**config.mk**
```make
export PLATFORM = sky130hd
export DESIGN_NAME = crc_checked_reply_frame_parser_top_flat
export DESIGN_NICKNAME = d
export VERILOG_FILES = /design/src/rtl/ccrfp_pkg.sv /design/src/rtl/ccrfp_if.sv /design/src/rtl/ccrfp_front.sv /design/src/rtl/ccrfp_back.sv /design/src/rtl/crc_checked_reply_frame_parser_top.sv /design/src/flat_wrapper.sv
export SDC_FILE = /design/constraint.sdc
export NUM_CORES = 1
export LEC_CHECK = 0
export ABC_AREA = 1
export BUFFER_PORTS_ARGS = -buffer_cell sky130_fd_sc_hd__buf_2
export CAP_MARGIN = 5
export CORE_MARGIN = 3
export CORE_UTILIZATION = 60
export CTS_BUF_LIST = sky130_fd_sc_hd__clkbuf_4
export DETAILED_ROUTE_END_ITERATION = 7
export PLACE_DENSITY_LB_ADDON = 0.2
export SYNTH_ARGS = -nofsm -noshare
export SYNTH_HDL_FRONTEND = slang
export SYNTH_SLANG_ARGS = --single-unit
```
**constraint.sdc**
```tcl
create_clock -name i_clk -period 2.7 [get_ports i_clk]
set_clock_uncertainty 0.1 [all_clocks]
set_input_delay 0.54 -clock i_clk [delete_from_list [all_inputs] [get_ports i_clk]]
set_output_delay 0.54 -clock i_clk [all_outputs]
set_load 0.05 [all_outputs]
```
**src/rtl/ccrfp_pkg.sv**
```systemverilog
// shared types, constants and the crc-16 byte update for the reply frame parser
// no dependencies
package ccrfp_pkg;

    localparam logic [7:0]  StartByte   = 8'h02;
    localparam logic [15:0] CrcPoly     = 16'h1021;
    // a length byte of zero stands for this many payload bytes
    localparam logic [8:0]  ZeroLenSize = 9'd256;
    localparam logic [8:0]  MaxPayload  = 9'd256;

    localparam logic [1:0] ErrNone   = 2'd0;
    localparam logic [1:0] ErrStatus = 2'd1;
    localparam logic [1:0] ErrHeader = 2'd2;
    localparam logic [1:0] ErrCrc    = 2'd3;

    typedef enum logic [3:0] {
        ST_HUNT = 4'b0001,
        ST_HEAD = 4'b0010,
        ST_DATA = 4'b0100,
        ST_CRC  = 4'b1000
    } t_state;

    // classified beat as it waits in the queue
    typedef struct packed {
        logic       restart;
        logic       is_start;
        logic       is_zero;
        logic [7:0] data;
    } t_cmd;

    // queue head as seen by the parser
    typedef struct packed {
        logic valid;
        t_cmd cmd;
    } t_qhead;

    // one result beat
    typedef struct packed {
        logic       payload_valid;
        logic [7:0] payload_byte;
        logic [7:0] payload_index;
        logic       frame_done;
        logic       frame_ok;
        logic [1:0] error_code;
    } t_result;

    // crc-16, msb first, one byte
    function automatic logic [15:0] crc16_byte(input logic [15:0] crc, input logic [7:0] b);
        logic [15:0] c;
        c = crc ^ {b, 8'h00};
        for (int k = 0; k < 8; k++) begin
            if (c[15]) begin
                c = {c[14:0], 1'b0} ^ CrcPoly;
            end else begin
                c = {c[14:0], 1'b0};
            end
        end
        return c;
    endfunction

endpackage

```
**src/rtl/ccrfp_if.sv**
```systemverilog
// valid/ready channel interfaces for the input beats and the result beats
// no dependencies
interface ccrfp_in_if;
    logic       valid;
    logic       ready;
    logic       op;
    logic [7:0] rx_byte;

    modport source (output valid, output op, output rx_byte, input ready);
    modport sink   (input valid, input op, input rx_byte, output ready);
endinterface

interface ccrfp_out_if;
    logic       valid;
    logic       ready;
    logic       payload_valid;
    logic [7:0] payload_byte;
    logic [7:0] payload_index;
    logic       frame_done;
    logic       frame_ok;
    logic [1:0] error_code;

    modport source (output valid, output payload_valid, output payload_byte,
                    output payload_index, output frame_done, output frame_ok,
                    output error_code, input ready);
    modport sink   (input valid, input payload_valid, input payload_byte,
                    input payload_index, input frame_done, input frame_ok,
                    input error_code, output ready);
endinterface

```
**src/rtl/ccrfp_front.sv**
```systemverilog
// front end: takes input beats, classifies them and queues them for the parser
// depends on ccrfp_pkg and ccrfp_in_if
module ccrfp_front #(
    parameter int QUEUE_DEPTH = 2
) (
    input  logic                  i_clk,
    input  logic                  i_rst_n,
    ccrfp_in_if.sink              i_in,
    input  logic                  i_pop,
    output ccrfp_pkg::t_qhead     o_head
);

    localparam int PtrW = (QUEUE_DEPTH > 1) ? $clog2(QUEUE_DEPTH) : 1;
    localparam int CntW = $clog2(QUEUE_DEPTH + 1);
    localparam logic [PtrW-1:0] LastPtr = PtrW'(QUEUE_DEPTH - 1);
    localparam logic [CntW-1:0] FullCnt = CntW'(QUEUE_DEPTH);

    ccrfp_pkg::t_cmd r_mem [QUEUE_DEPTH];
    logic [PtrW-1:0] r_wr;
    logic [PtrW-1:0] r_rd;
    logic [CntW-1:0] r_count;
    ccrfp_pkg::t_cmd c_cmd;
    logic            c_push;

    // classify the incoming beat
    always_comb begin
        c_cmd.restart  = i_in.op;
        c_cmd.is_start = (i_in.rx_byte == ccrfp_pkg::StartByte);
        c_cmd.is_zero  = (i_in.rx_byte == 8'h00);
        c_cmd.data     = i_in.rx_byte;
    end

    assign i_in.ready = (r_count != FullCnt);
    assign c_push     = i_in.valid && i_in.ready;

    // queue storage
    always_ff @(posedge i_clk) begin
        if (c_push) begin
            r_mem[r_wr] <= c_cmd;
        end
    end

    // queue pointers and fill count
    always_ff @(posedge i_clk) begin
        if (!i_rst_n) begin
            r_wr    <= '0;
            r_rd    <= '0;
            r_count <= '0;
        end else begin
            if (c_push) begin
                r_wr <= (r_wr == LastPtr) ? '0 : r_wr + PtrW'(1);
            end
            if (i_pop) begin
                r_rd <= (r_rd == LastPtr) ? '0 : r_rd + PtrW'(1);
            end
            if (c_push && !i_pop) begin
                r_count <= r_count + CntW'(1);
            end else if (!c_push && i_pop) begin
                r_count <= r_count - CntW'(1);
            end
        end
    end

    assign o_head.valid = (r_count != '0);
    assign o_head.cmd   = r_mem[r_rd];

`ifndef SYNTHESIS
    a_pop_nonempty: assert property (@(posedge i_clk) disable iff (!i_rst_n)
        i_pop |-> (r_count != '0))
        else $error("queue popped while empty");
    a_count_bound: assert property (@(posedge i_clk) disable iff (!i_rst_n)
        (r_count == FullCnt && !i_pop) |=> (r_count == FullCnt))
        else $error("queue count moved while full and not popped");
`endif

endmodule

```
**src/rtl/ccrfp_back.sv**
```systemverilog
// back end: frame state machine, crc check and the result output register
// depends on ccrfp_pkg and ccrfp_out_if
module ccrfp_back (
    input  logic                  i_clk,
    input  logic                  i_rst_n,
    input  ccrfp_pkg::t_qhead     i_head,
    output logic                  o_pop,
    ccrfp_out_if.source           o_out
);

    ccrfp_pkg::t_state  r_state, n_state;
    logic [8:0]         r_cnt, n_cnt;
    logic [8:0]         r_len, n_len;
    logic [15:0]        r_crc, n_crc;
    logic [7:0]         r_first, n_first;
    logic [1:0]         r_herr, n_herr;
    ccrfp_pkg::t_result r_out, n_out;
    logic               r_out_valid;
    logic [15:0]        c_crc_upd;
    logic [8:0]         c_len;
    logic [8:0]         c_cnt_inc;
    logic [1:0]         c_code;
    ccrfp_pkg::t_cmd    c_cmd;

    // take the next beat whenever the output register is free or draining
    assign o_pop     = i_head.valid && (!r_out_valid || o_out.ready);
    assign c_cmd     = i_head.cmd;
    assign c_crc_upd = ccrfp_pkg::crc16_byte(r_crc, c_cmd.data);
    assign c_len     = c_cmd.is_zero ? ccrfp_pkg::ZeroLenSize : {1'b0, c_cmd.data};
    assign c_cnt_inc = r_cnt + 9'd1;

    // header error wins, then crc compare
    always_comb begin
        c_code = r_herr;
        if (r_herr == ccrfp_pkg::ErrNone &&
            (r_first != r_crc[15:8] || c_cmd.data != r_crc[7:0])) begin
            c_code = ccrfp_pkg::ErrCrc;
        end
    end

    // frame parsing
    always_comb begin
        n_state = r_state;
        n_cnt   = r_cnt;
        n_len   = r_len;
        n_crc   = r_crc;
        n_first = r_first;
        n_herr  = r_herr;
        n_out   = '0;
        if (o_pop) begin
            if (c_cmd.restart) begin
                n_state = ccrfp_pkg::ST_HUNT;
                n_cnt   = '0;
                n_len   = '0;
                n_crc   = '0;
                n_first = '0;
                n_herr  = ccrfp_pkg::ErrNone;
            end else begin
                case (r_state)
                    ccrfp_pkg::ST_HUNT: begin
                        if (c_cmd.is_start) begin
                            n_state = ccrfp_pkg::ST_HEAD;
                            n_cnt   = '0;
                            n_len   = '0;
                            n_crc   = '0;
                            n_first = '0;
                            n_herr  = ccrfp_pkg::ErrNone;
                        end
                    end
                    ccrfp_pkg::ST_HEAD: begin
                        if (r_cnt == 9'd0) begin
                            if (!c_cmd.is_zero && r_herr == ccrfp_pkg::ErrNone) begin
                                n_herr = ccrfp_pkg::ErrStatus;
                            end
                            n_cnt = 9'd1;
                        end else if (r_cnt == 9'd1) begin
                            if (!c_cmd.is_zero && r_herr == ccrfp_pkg::ErrNone) begin
                                n_herr = ccrfp_pkg::ErrHeader;
                            end
                            n_crc = c_crc_upd;
                            n_cnt = 9'd2;
                        end else if (c_len > ccrfp_pkg::MaxPayload) begin
                            // oversized frame: drop it and hunt again
                            n_state = ccrfp_pkg::ST_HUNT;
                            n_cnt   = '0;
                            n_len   = '0;
                            n_crc   = '0;
                            n_first = '0;
                            n_herr  = ccrfp_pkg::ErrNone;
                        end else begin
                            n_crc   = c_crc_upd;
                            n_len   = c_len;
                            n_cnt   = '0;
                            n_state = ccrfp_pkg::ST_DATA;
                        end
                    end
                    ccrfp_pkg::ST_DATA: begin
                        n_out.payload_valid = 1'b1;
                        n_out.payload_byte  = c_cmd.data;
                        n_out.payload_index = r_cnt[7:0];
                        n_crc               = c_crc_upd;
                        if (c_cnt_inc >= r_len) begin
                            n_cnt   = '0;
                            n_state = ccrfp_pkg::ST_CRC;
                        end else begin
                            n_cnt = c_cnt_inc;
                        end
                    end
                    ccrfp_pkg::ST_CRC: begin
                        if (r_cnt == 9'd0) begin
                            n_first = c_cmd.data;
                            n_cnt   = 9'd1;
                        end else begin
                            n_out.frame_done = 1'b1;
                            n_out.frame_ok   = (c_code == ccrfp_pkg::ErrNone);
                            n_out.error_code = c_code;
                            n_state = ccrfp_pkg::ST_HUNT;
                            n_cnt   = '0;
                            n_len   = '0;
                            n_crc   = '0;
                            n_first = '0;
                            n_herr  = ccrfp_pkg::ErrNone;
                        end
                    end
                    default: begin
                        n_state = ccrfp_pkg::ST_HUNT;
                        n_cnt   = '0;
                        n_len   = '0;
                        n_crc   = '0;
                        n_first = '0;
                        n_herr  = ccrfp_pkg::ErrNone;
                    end
                endcase
            end
        end
    end

    // parser state
    always_ff @(posedge i_clk) begin
        if (!i_rst_n) begin
            r_state <= ccrfp_pkg::ST_HUNT;
            r_cnt   <= '0;
            r_len   <= '0;
            r_crc   <= '0;
            r_first <= '0;
            r_herr  <= ccrfp_pkg::ErrNone;
        end else begin
            r_state <= n_state;
            r_cnt   <= n_cnt;
            r_len   <= n_len;
            r_crc   <= n_crc;
            r_first <= n_first;
            r_herr  <= n_herr;
        end
    end

    // output register
    always_ff @(posedge i_clk) begin
        if (!i_rst_n) begin
            r_out_valid <= 1'b0;
        end else if (o_pop) begin
            r_out_valid <= 1'b1;
        end else if (o_out.ready) begin
            r_out_valid <= 1'b0;
        end
    end

    always_ff @(posedge i_clk) begin
        if (o_pop) begin
            r_out <= n_out;
        end
    end

    assign o_out.valid         = r_out_valid;
    assign o_out.payload_valid = r_out.payload_valid;
    assign o_out.payload_byte  = r_out.payload_byte;
    assign o_out.payload_index = r_out.payload_index;
    assign o_out.frame_done    = r_out.frame_done;
    assign o_out.frame_ok      = r_out.frame_ok;
    assign o_out.error_code    = r_out.error_code;

`ifndef SYNTHESIS
    a_ok_matches_code: assert property (@(posedge i_clk) disable iff (!i_rst_n)
        (r_out_valid && r_out.frame_done) |->
            (r_out.frame_ok == (r_out.error_code == ccrfp_pkg::ErrNone)))
        else $error("frame_ok disagrees with error_code");
    a_payload_not_done: assert property (@(posedge i_clk) disable iff (!i_rst_n)
        r_out_valid |-> !(r_out.payload_valid && r_out.frame_done))
        else $error("payload beat also marked frame done");
    a_data_count: assert property (@(posedge i_clk) disable iff (!i_rst_n)
        (r_state == ccrfp_pkg::ST_DATA) |-> (r_cnt < r_len))
        else $error("payload count reached length while in data phase");
`endif

endmodule

```
**src/rtl/crc_checked_reply_frame_parser_top.sv**
```systemverilog
// Reply frame parser with CRC-16 check.
// Channels: i_in carries one beat per received serial byte (op = 0) or a
// restart command (op = 1); o_out carries exactly one result beat for every
// input beat, in order: payload byte with its index, frame done with ok and
// error code, or an all-zero beat.
// Path: an accepted beat is written into the queue, parsed when the back end pops
// it from the queue head, and its result is held in the output register.
// Throughput: one beat per cycle while o_out.ready is high; the crc update of a
// whole byte and the frame state machine both resolve combinationally in the parser.
// Reset (i_rst_n low, synchronous): the queue empties, the parser hunts for a
// start byte and no result is pending.
// Stall: when o_out.ready is low the result holds in the output register,
// the queue of QUEUE_DEPTH beats fills, and then i_in.ready drops.
// depends on ccrfp_pkg, ccrfp_if, ccrfp_front, ccrfp_back
module crc_checked_reply_frame_parser_top #(
    parameter int QUEUE_DEPTH = 2
) (
    input  logic        i_clk,
    input  logic        i_rst_n,
    ccrfp_in_if.sink    i_in,
    ccrfp_out_if.source o_out
);

    ccrfp_pkg::t_qhead w_head;
    logic              w_pop;

    // classify and queue
    ccrfp_front #(
        .QUEUE_DEPTH (QUEUE_DEPTH)
    ) u_front (
        .i_clk   (i_clk),
        .i_rst_n (i_rst_n),
        .i_in    (i_in),
        .i_pop   (w_pop),
        .o_head  (w_head)
    );

    // parse and report
    ccrfp_back u_back (
        .i_clk   (i_clk),
        .i_rst_n (i_rst_n),
        .i_head  (w_head),
        .o_pop   (w_pop),
        .o_out   (o_out)
    );

endmodule
```
**src/flat_wrapper.sv**
```systemverilog
// flat-port wrapper written by rule: the top's interface ports become plain ports
module crc_checked_reply_frame_parser_top_flat 
#(
    parameter int QUEUE_DEPTH = 2
)
  (i_clk, i_rst_n, i_in_valid, i_in_op, i_in_rx_byte, i_in_ready, o_out_valid, o_out_payload_valid, o_out_payload_byte, o_out_payload_index, o_out_frame_done, o_out_frame_ok, o_out_error_code, o_out_ready);
  ccrfp_in_if i_in_i ();
  ccrfp_out_if o_out_i ();
  input  logic i_clk;
  input  logic i_rst_n;
  input wire logic [$bits(i_in_i.valid)-1:0] i_in_valid;
  input wire logic [$bits(i_in_i.op)-1:0] i_in_op;
  input wire logic [$bits(i_in_i.rx_byte)-1:0] i_in_rx_byte;
  output wire logic [$bits(i_in_i.ready)-1:0] i_in_ready;
  output wire logic [$bits(o_out_i.valid)-1:0] o_out_valid;
  output wire logic [$bits(o_out_i.payload_valid)-1:0] o_out_payload_valid;
  output wire logic [$bits(o_out_i.payload_byte)-1:0] o_out_payload_byte;
  output wire logic [$bits(o_out_i.payload_index)-1:0] o_out_payload_index;
  output wire logic [$bits(o_out_i.frame_done)-1:0] o_out_frame_done;
  output wire logic [$bits(o_out_i.frame_ok)-1:0] o_out_frame_ok;
  output wire logic [$bits(o_out_i.error_code)-1:0] o_out_error_code;
  input wire logic [$bits(o_out_i.ready)-1:0] o_out_ready;
  assign i_in_i.valid = i_in_valid;
  assign i_in_i.op = i_in_op;
  assign i_in_i.rx_byte = i_in_rx_byte;
  assign i_in_ready = i_in_i.ready;
  assign o_out_valid = o_out_i.valid;
  assign o_out_payload_valid = o_out_i.payload_valid;
  assign o_out_payload_byte = o_out_i.payload_byte;
  assign o_out_payload_index = o_out_i.payload_index;
  assign o_out_frame_done = o_out_i.frame_done;
  assign o_out_frame_ok = o_out_i.frame_ok;
  assign o_out_error_code = o_out_i.error_code;
  assign o_out_i.ready = o_out_ready;
  crc_checked_reply_frame_parser_top #(.QUEUE_DEPTH(QUEUE_DEPTH)) u_core (.i_clk(i_clk), .i_rst_n(i_rst_n), .i_in(i_in_i), .o_out(o_out_i));
endmodule
```
# Yosys cells after proc, flatten, opt, wreduce, memory -nomap -nowiden
# Memory sizes are Yosys's and may differ from the RTL's. A register that Yosys moved wholly into a read port is not among the register bits.
# Index checks and enable logic that the tools add are counted.
[totals] out_inout_bits=23 word_cells=148 memories=1 inputBits=13 mem_bits_rw=22 reg_bits=74
[memory_table] name="u_core.u_front.r_mem" words=2 word_bits=11 read_ports=1 rd_clocked_by_memory_dff=1 wr=1 line="ccrfp_front.sv:18" text="ccrfp_pkg::t_cmd r_mem [QUEUE_DEPTH];"
[classes] add_sub_neg=5 eq_ne=19 mux=66 n_lt_le_gt_ge=2 n_reduce_logical=28 bitwise=11
[op_table] cell="$mux W13" n=8
[op_table] cell="$mux W16" n=6
[op_table] cell="$mux W9" n=9
[op_table] cell="$pmux W9 S4" n=2
[op_table] cell="$pmux W16 S4" n=1
[op_table] cell="$mux W8" n=6
[op_table] cell="$pmux W8 S4" n=1
[op_table] cell="$mux W4" n=7
[op_table] cell="$mux W2" n=13
[op_table] cell="$not A3 Y3" n=8
[op_table] cell="$ne A3 B3 Y1 const B" n=6
[op_table] cell="$reduce_and A6 Y1" n=3
[op_table] cell="$mux W17" n=1
[op_table] cell="$ne A8 B8 Y1" n=2
[op_table] cell="$pmux W4 S4" n=1
[op_table] cell="$xor A16 B16 Y16" n=1
[op_table] cell="$add A9 B1 Y9 const B" n=1
[op_table] cell="$eq A9 B1 Y1 const B" n=1
[op_table] cell="$ge A9 B9 Y1" n=1
[op_table] cell="$gt A9 B9 Y1 const B" n=1
[op_table] cell="$logic_not A9 Y1" n=1
[op_table] cell="$mux W1" n=9
[op_table] cell="$eq A8 B2 Y1 const B" n=1
[op_table] cell="$logic_not A8 Y1" n=1
[op_table] cell="other kinds (23)" n=40

# Logic depth before layout (Yosys ltp)
[depth] ltp_word=22 mapped_depth=15 depth_no_buf=15

# Hierarchy
# From an unflattened synthesis, not the netlist that was laid out.
[unflattened] hier_cells=588 area_unflattened_um2=5001.0
[modules_own_cells] mod="ccrfp_back" seq_area_each_um2=1611.5 area_per_inst_um2=3915.0 cells_each=509 n_inst=1
[modules_own_cells] mod="ccrfp_front" seq_area_each_um2=760.7 area_per_inst_um2=1086.0 cells_each=79 n_inst=1

# Worst setup path before layout
# Ideal clock, no wire load.
[synth_timing] path_type="reg-to-reg" start="reg u_core.u_back.r_out_valid, in the netlist u_core.u_back.o_out.valid" end="reg u_core.u_back.r_crc[14]" setup_time_ns=0.128 required_ns=2.472 path_stages_with_launch=12 setup_slack_ns=0.168 t_arrival_ns=2.304 period_less_slack_ns=2.532 path_buffers=1 path_cell_list="dfxtp_1 > inv_1 > nor2_1 > a21oi_2 > nand2_2 > nor2_8 > nand2_8 > inv_6 > buf_6 > nor2_1 > nor2_1 > nor2_1"
[synth_via] elab_chain_cells=4
[synth_lines] item="from (decl)" line="ccrfp_back.sv:18" text="logic r_out_valid;"
[synth_lines] item="from (signal assigned)" line="ccrfp_back.sv:160" text="r_out_valid <= 1'b0;"
[synth_lines] item="from (signal assigned)" line="ccrfp_back.sv:162" text="r_out_valid <= 1'b1;"
[synth_lines] item="from (signal assigned)" line="ccrfp_back.sv:164" text="r_out_valid <= 1'b0;"
[synth_lines] item="$logic_not A1 Y1" line="ccrfp_back.sv:26" text="assign o_pop = i_head.valid && (!r_out_valid || o_out.ready);"
[synth_lines] item="$logic_or A1 B1 Y1" line="ccrfp_back.sv:26"
[synth_lines] item="$logic_and A1 B1 Y1" line="ccrfp_back.sv:26"
[synth_lines] item="net u_core.u_back.o_pop" line="ccrfp_back.sv:7" text="output logic o_pop,"
[synth_lines] item="$reduce_and A4 Y1 (no line)"
[synth_lines] item="to (signal assigned)" line="ccrfp_back.sv:151" text="r_crc <= n_crc;"
[synth_lines] item="to (decl)" line="ccrfp_back.sv:14" text="logic [15:0] r_crc, n_crc;"
# The timed path passes the listed nets, and every way through them passes these cells.
# A chain may end at the register's enable or synchronous reset.

# Worst setup path in the final report
[layout_timing] start="reg u_core.u_back.r_cnt[0]" end="reg u_core.u_back.r_cnt[6]"
[layout_via] elab_chain_cells=5
[layout_lines] item="from (decl)" line="ccrfp_back.sv:12" text="logic [8:0] r_cnt, n_cnt;"
[layout_lines] item="from (signal assigned)" line="ccrfp_back.sv:149" text="r_cnt <= n_cnt;"
[layout_lines] item="$add A9 B1 Y9 *" line="ccrfp_back.sv:30" text="assign c_cnt_inc = r_cnt + 9'd1;"
[layout_lines] item="$ge A9 B9 Y1" line="ccrfp_back.sv:102" text="if (c_cnt_inc >= r_len) begin"
[layout_lines] item="$mux W9 *" line="ccrfp_back.sv:102"
[layout_lines] item="$pmux W9 S4 *" line="ccrfp_back.sv:59" text="case (r_state)"
[layout_lines] item="$mux W9 *" line="ccrfp_back.sv:51" text="if (c_cmd.restart) begin"
# Every way passes the cells marked *; elsewhere a longest branch is shown, timed or not.

==> flow_summary_export.csv <==
group,metric,value,unit
die,die_w,100,µm
synthesis,synth-seq-area-share,0.446,
grt,grt_pass1_vias,4476,
drt,wirelength,12.9,mm
synthesis,synth_area_leaders,"edfxtp_1 24%, dfxtp_1 20%, nand2_1 14%, nor2_1 7.7%, nand3_1 6.5%",
hold_path,holdPathStages,1,
placement,numPortBuffers,35,
cts,cts.sinks,97,
cts,cts_made_buffers,9,
die,start_util,0.631,
drt,viasPerCell,5.47,
sta,rsz0062_at_grt,"false",
synthesis,ys_types,36,
grt,grt_overflow,0,
die,fp.dieH,100,µm
grt,grt_pass1_wl,20.9,mm
worst_setup_path,critPathMaxFanout,7,
synthesis,synthArstFlopShare,0,
die,rows,33,
synthesis,synth_top_area_frac,0.243,
finish,num_antenna_cells,0,
grt,antenna_found_initial,0,
synthesis,synthCells,716,
synthesis,syn_area_per_cell,7.43,µm²
placement,dp.cells,847,
finish,nFillCells,708,
cts,cts_hold_repair.buffers,0,
placement,place.gp.congestion,0.925,
synthesis,synth-edff-count,43,
cts,cts.path.max_buffers,2,
finish,area_growth_syn_to_layout,8.26,%
worst_setup_path,setup.worst_path.end_class,"register",
worst_setup_path,worst-r2r-cell-count,13,
run,maxCapViolCount,0,
power,powerDensity,1060,mW/mm²
sta,drv_slew,0,
run_status,outcome,"finished clean",
sta,tightest_slew,0.427,ns
synthesis,ys.flop_type,"dfxtp_1",
worst_setup_path,crit_chain,"ha_1, nand3_1, inv_1, nand3_1, xor2_1, inv_1, ha_1, a21oi_1, o21a_1, nand2_1, inv_1, nand3_1, a21oi_1",
worst_setup_path,crit_arrival,2.71,ns
finish,multi_input_area,0.00250,mm²
worst_setup_path,r2r-end,"u_core.u_back.r_cnt[6]",
worst_setup_path,r2r_slack,0.28,ns
synthesis,netlist_area,0.00532,mm²
worst_setup_path,critPathKind,"register to register",
cts,cts_tree,"done",
sta,period_share,0.898,
sta,hold_violations,0,
sta,setup_violations,0,
finish,fin_nets,779,
drt,via_count,4723,
synthesis,yosys_warnings,0,
power,max-vdd-ir-drop,0.465,mV
drt,dr.pass1.iters,5,
synthesis,syn_nets,742,
sta,hold_ws,0.165,ns
finish,finalNonFillerCells,863,
hold_path,min_from,"i_in_op",
cts,cts.repair.resized,0,
hold_path,hold_end,"u_core.u_front.r_mem[0][10]",
worst_setup_path,start_kind,"register",
die,die_area,0.0100,mm²
drt,drtIter0Drc,374,
sta,min_period,2.42,ns
cts,postCtsSetupBuffers,0,
hold_path,hold_class,"input pin to register",
cts,root_buffer,"clkbuf_4",
power,p_leak,2.60,nW
worst_setup_path,max_stage_delay,0.42,ns
die,core_area,0.00842,mm²
synthesis,yosysMostFrequentCell,"nand2_1",
cts,worstSkewPairLatency,0.46,ns
cts,clk_pin_slew_worst_paths,0.17,ns
sta,setup_tns,0,ns
worst_setup_path,required,2.99,ns
sta,max_slew_margin,0.715,
die,io_pins,36,
finish,drive_gt1_frac,0.131,
synthesis,synthTopCellsByCount,"199 x nand2_1, 109 x nor2_1, 88 x inv_1",
sta,max_freq,413,MHz
drt,drcViolationCount,0,
drt,wire_per_inst,14.9,µm
finish,seq_area,0.00237,mm²
drt,drt.antenna.violating_nets,0,
placement,dpl.hpwl,9.63,mm
grt,grt_max_degree,32,
grt,grt.total_usage,0.264,
worst_setup_path,reg2reg_from,"u_core.u_back.r_cnt[0]",
synthesis,synth-seq-cells,97,
worst_setup_path,cp_slowest_cell,"dfxtp_2",
synthesis,yosysTopAreaCell,"edfxtp_1",
cts,htree_levels,3,
-- how the worst max path moves through the flow --
| stage | from | to | slack [ns] | depth (start not counted) |
|---|---|---|---|---|
| after floorplan | u_core.u_back.o_out.valid | u_core.u_back.r_crc[14] | 0.17 | 11 |
| final | u_core.u_back.r_cnt[0] | u_core.u_back.r_cnt[6] | 0.28 | 13 |
| after CTS | u_core.u_back.r_cnt[0] | u_core.u_back.r_cnt[6] | 0.22 | 13 |
| after detailed placement | u_core.u_back.r_cnt[0] | u_core.u_back.r_cnt[6] | 0.25 | 13 |
| after global placement | u_core.u_back.r_cnt[0] | u_core.u_back.r_cnt[4] | 0.38 | 13 |
| after global routing | u_core.u_back.r_cnt[4] | u_core.u_back.r_cnt[7] | 0.006 | 12 |
-- routing by layer --
layer	GRT usage	up-vias	routed length, µm
li1	-	2368	-
met1	0.324	2156	5390
met2	0.468	168	6450
met3	0.0347	31	701
met4	0.108	0	342
met5	0	-	0
-- report_power, final --
group	internal (mW)	switching (mW)	total [mW]	leakage [nW]
Combinational	0.770	2.32	3.09	1.65
Clock	0.400	0.525	0.924	0.0895
Sequential	1.92	0.155	2.08	0.857
Total	3.09	3.00	6.10	2.60
-- flip-flops by register name, summed over array words and instances, names as in the netlist, named ones only --
register                           count
u_core.u_back.o_out.payload_valid      1
u_core.u_back.o_out.frame_done         1
u_core.u_back.o_out.valid              1
u_core.u_back.r_first                  8
u_core.u_back.o_out.payload_index      8
u_core.u_back.r_herr                   2
u_core.u_back.o_out.payload_byte       8
u_core.u_back.o_out.error_code         2
u_core.u_back.o_out.frame_ok           1
u_core.u_front.r_wr                    1
u_core.u_front.r_rd                    1
u_core.u_back.r_state                  4
u_core.u_back.r_crc                   16
u_core.u_back.r_len                    9
u_core.u_back.r_cnt                    9
u_core.u_front.r_mem                  22
u_core.u_front.r_count                 2
-- cells in the final DEF (no fill, tap or decap) --
master | netlist | final
a21oi_1 | 34 | 34
a21oi_2 | 9 | 9
buf_2 | 8 | 35
buf_4 | 2 | 7
bufinv_16 | 0 | 2
clkbuf_4 | 0 | 10
clkinvlp_4 | 0 | 1
dfxtp_1 | 54 | 53
dfxtp_2 | 0 | 1
edfxtp_1 | 43 | 43
ha_1 | 13 | 13
inv_1 | 88 | 88
inv_2 | 3 | 3
inv_6 | 1 | 3
inv_8 | 0 | 1
nand2_1 | 199 | 199
nand2_2 | 5 | 5
nand2_4 | 1 | 1
nand2_8 | 1 | 1
nand3_1 | 69 | 69
nand3_2 | 10 | 10
nand4_1 | 5 | 5
nand4_2 | 1 | 1
nor2_1 | 109 | 109
nor2_2 | 1 | 1
nor2_4 | 4 | 4
nor2_8 | 1 | 1
nor3_1 | 3 | 3
nor4_1 | 3 | 3
o21a_1 | 1 | 1
o21ai_0 | 14 | 14
o21ai_1 | 11 | 11
o21ai_2 | 2 | 2
o21bai_1 | 1 | 1
or2_2 | 1 | 1
or4_1 | 1 | 1
xnor2_1 | 6 | 6
xor2_1 | 6 | 6
-- logic make-up (layout without fill, tap and decap cells) --
| logic type | after synthesis | count (layout) | share of synthesized area |
|---|---|---|---|
| AO/OA/AOI/OAI | 72 | 72 | 0.0765 |
| AND/OR/NAND/NOR | 414 | 414 | 0.344 |
| buffers and inverters | 108 | 150 | 0.0833 |
| XOR/XNOR | 12 | 12 | 0.0198 |
| flip-flops | 97 | 97 | 0.446 |
| adder cells (fa/ha/maj) | 13 | 13 | 0.0306 |
-- critical path: cells and delay by family (launching register included) --
kind	cells	cell delay [ns]
adder cells (fa/ha/maj)	2	0.49
AO/OA/AOI/OAI	3	0.46
flip-flops	1	0.42
AND/OR/NAND/NOR	4	0.38
buffers and inverters	3	0.37
XOR/XNOR	1	0.15
-- cell type report --
| class | instances | area share |
|---|---|---|
| Tap cell | 105 | 0.0228 |
| Multi-Input combinational cell | 511 | 0.435 |
| Inverter | 92 | 0.0609 |
| Sequential cell | 97 | 0.412 |
| Timing Repair Buffer | 42 | 0.0396 |
| Clock buffer | 10 | 0.0130 |
| Clock inverter | 6 | 0.0167 |
-- stage by stage --
| step | power [mW] | instance area [µm²] | setup WS [ns] | utilization |
|---|---|---|---|---|
| global route | 6.51 | 5760 | 0.00562 | 0.683 |
| CTS | 6.08 | 5750 | 0.216 | 0.683 |
| global placement | 5.07 | 5580 | 0.380 | 0.663 |
| detailed placement | 5.17 | 5580 | 0.251 | 0.663 |
| floorplan | 4.50 | 5320 | 0.168 | - |
| finish | 6.10 | 5760 | 0.276 | 0.683 |
No activity file was read; power rests on OpenSTA's default activity.
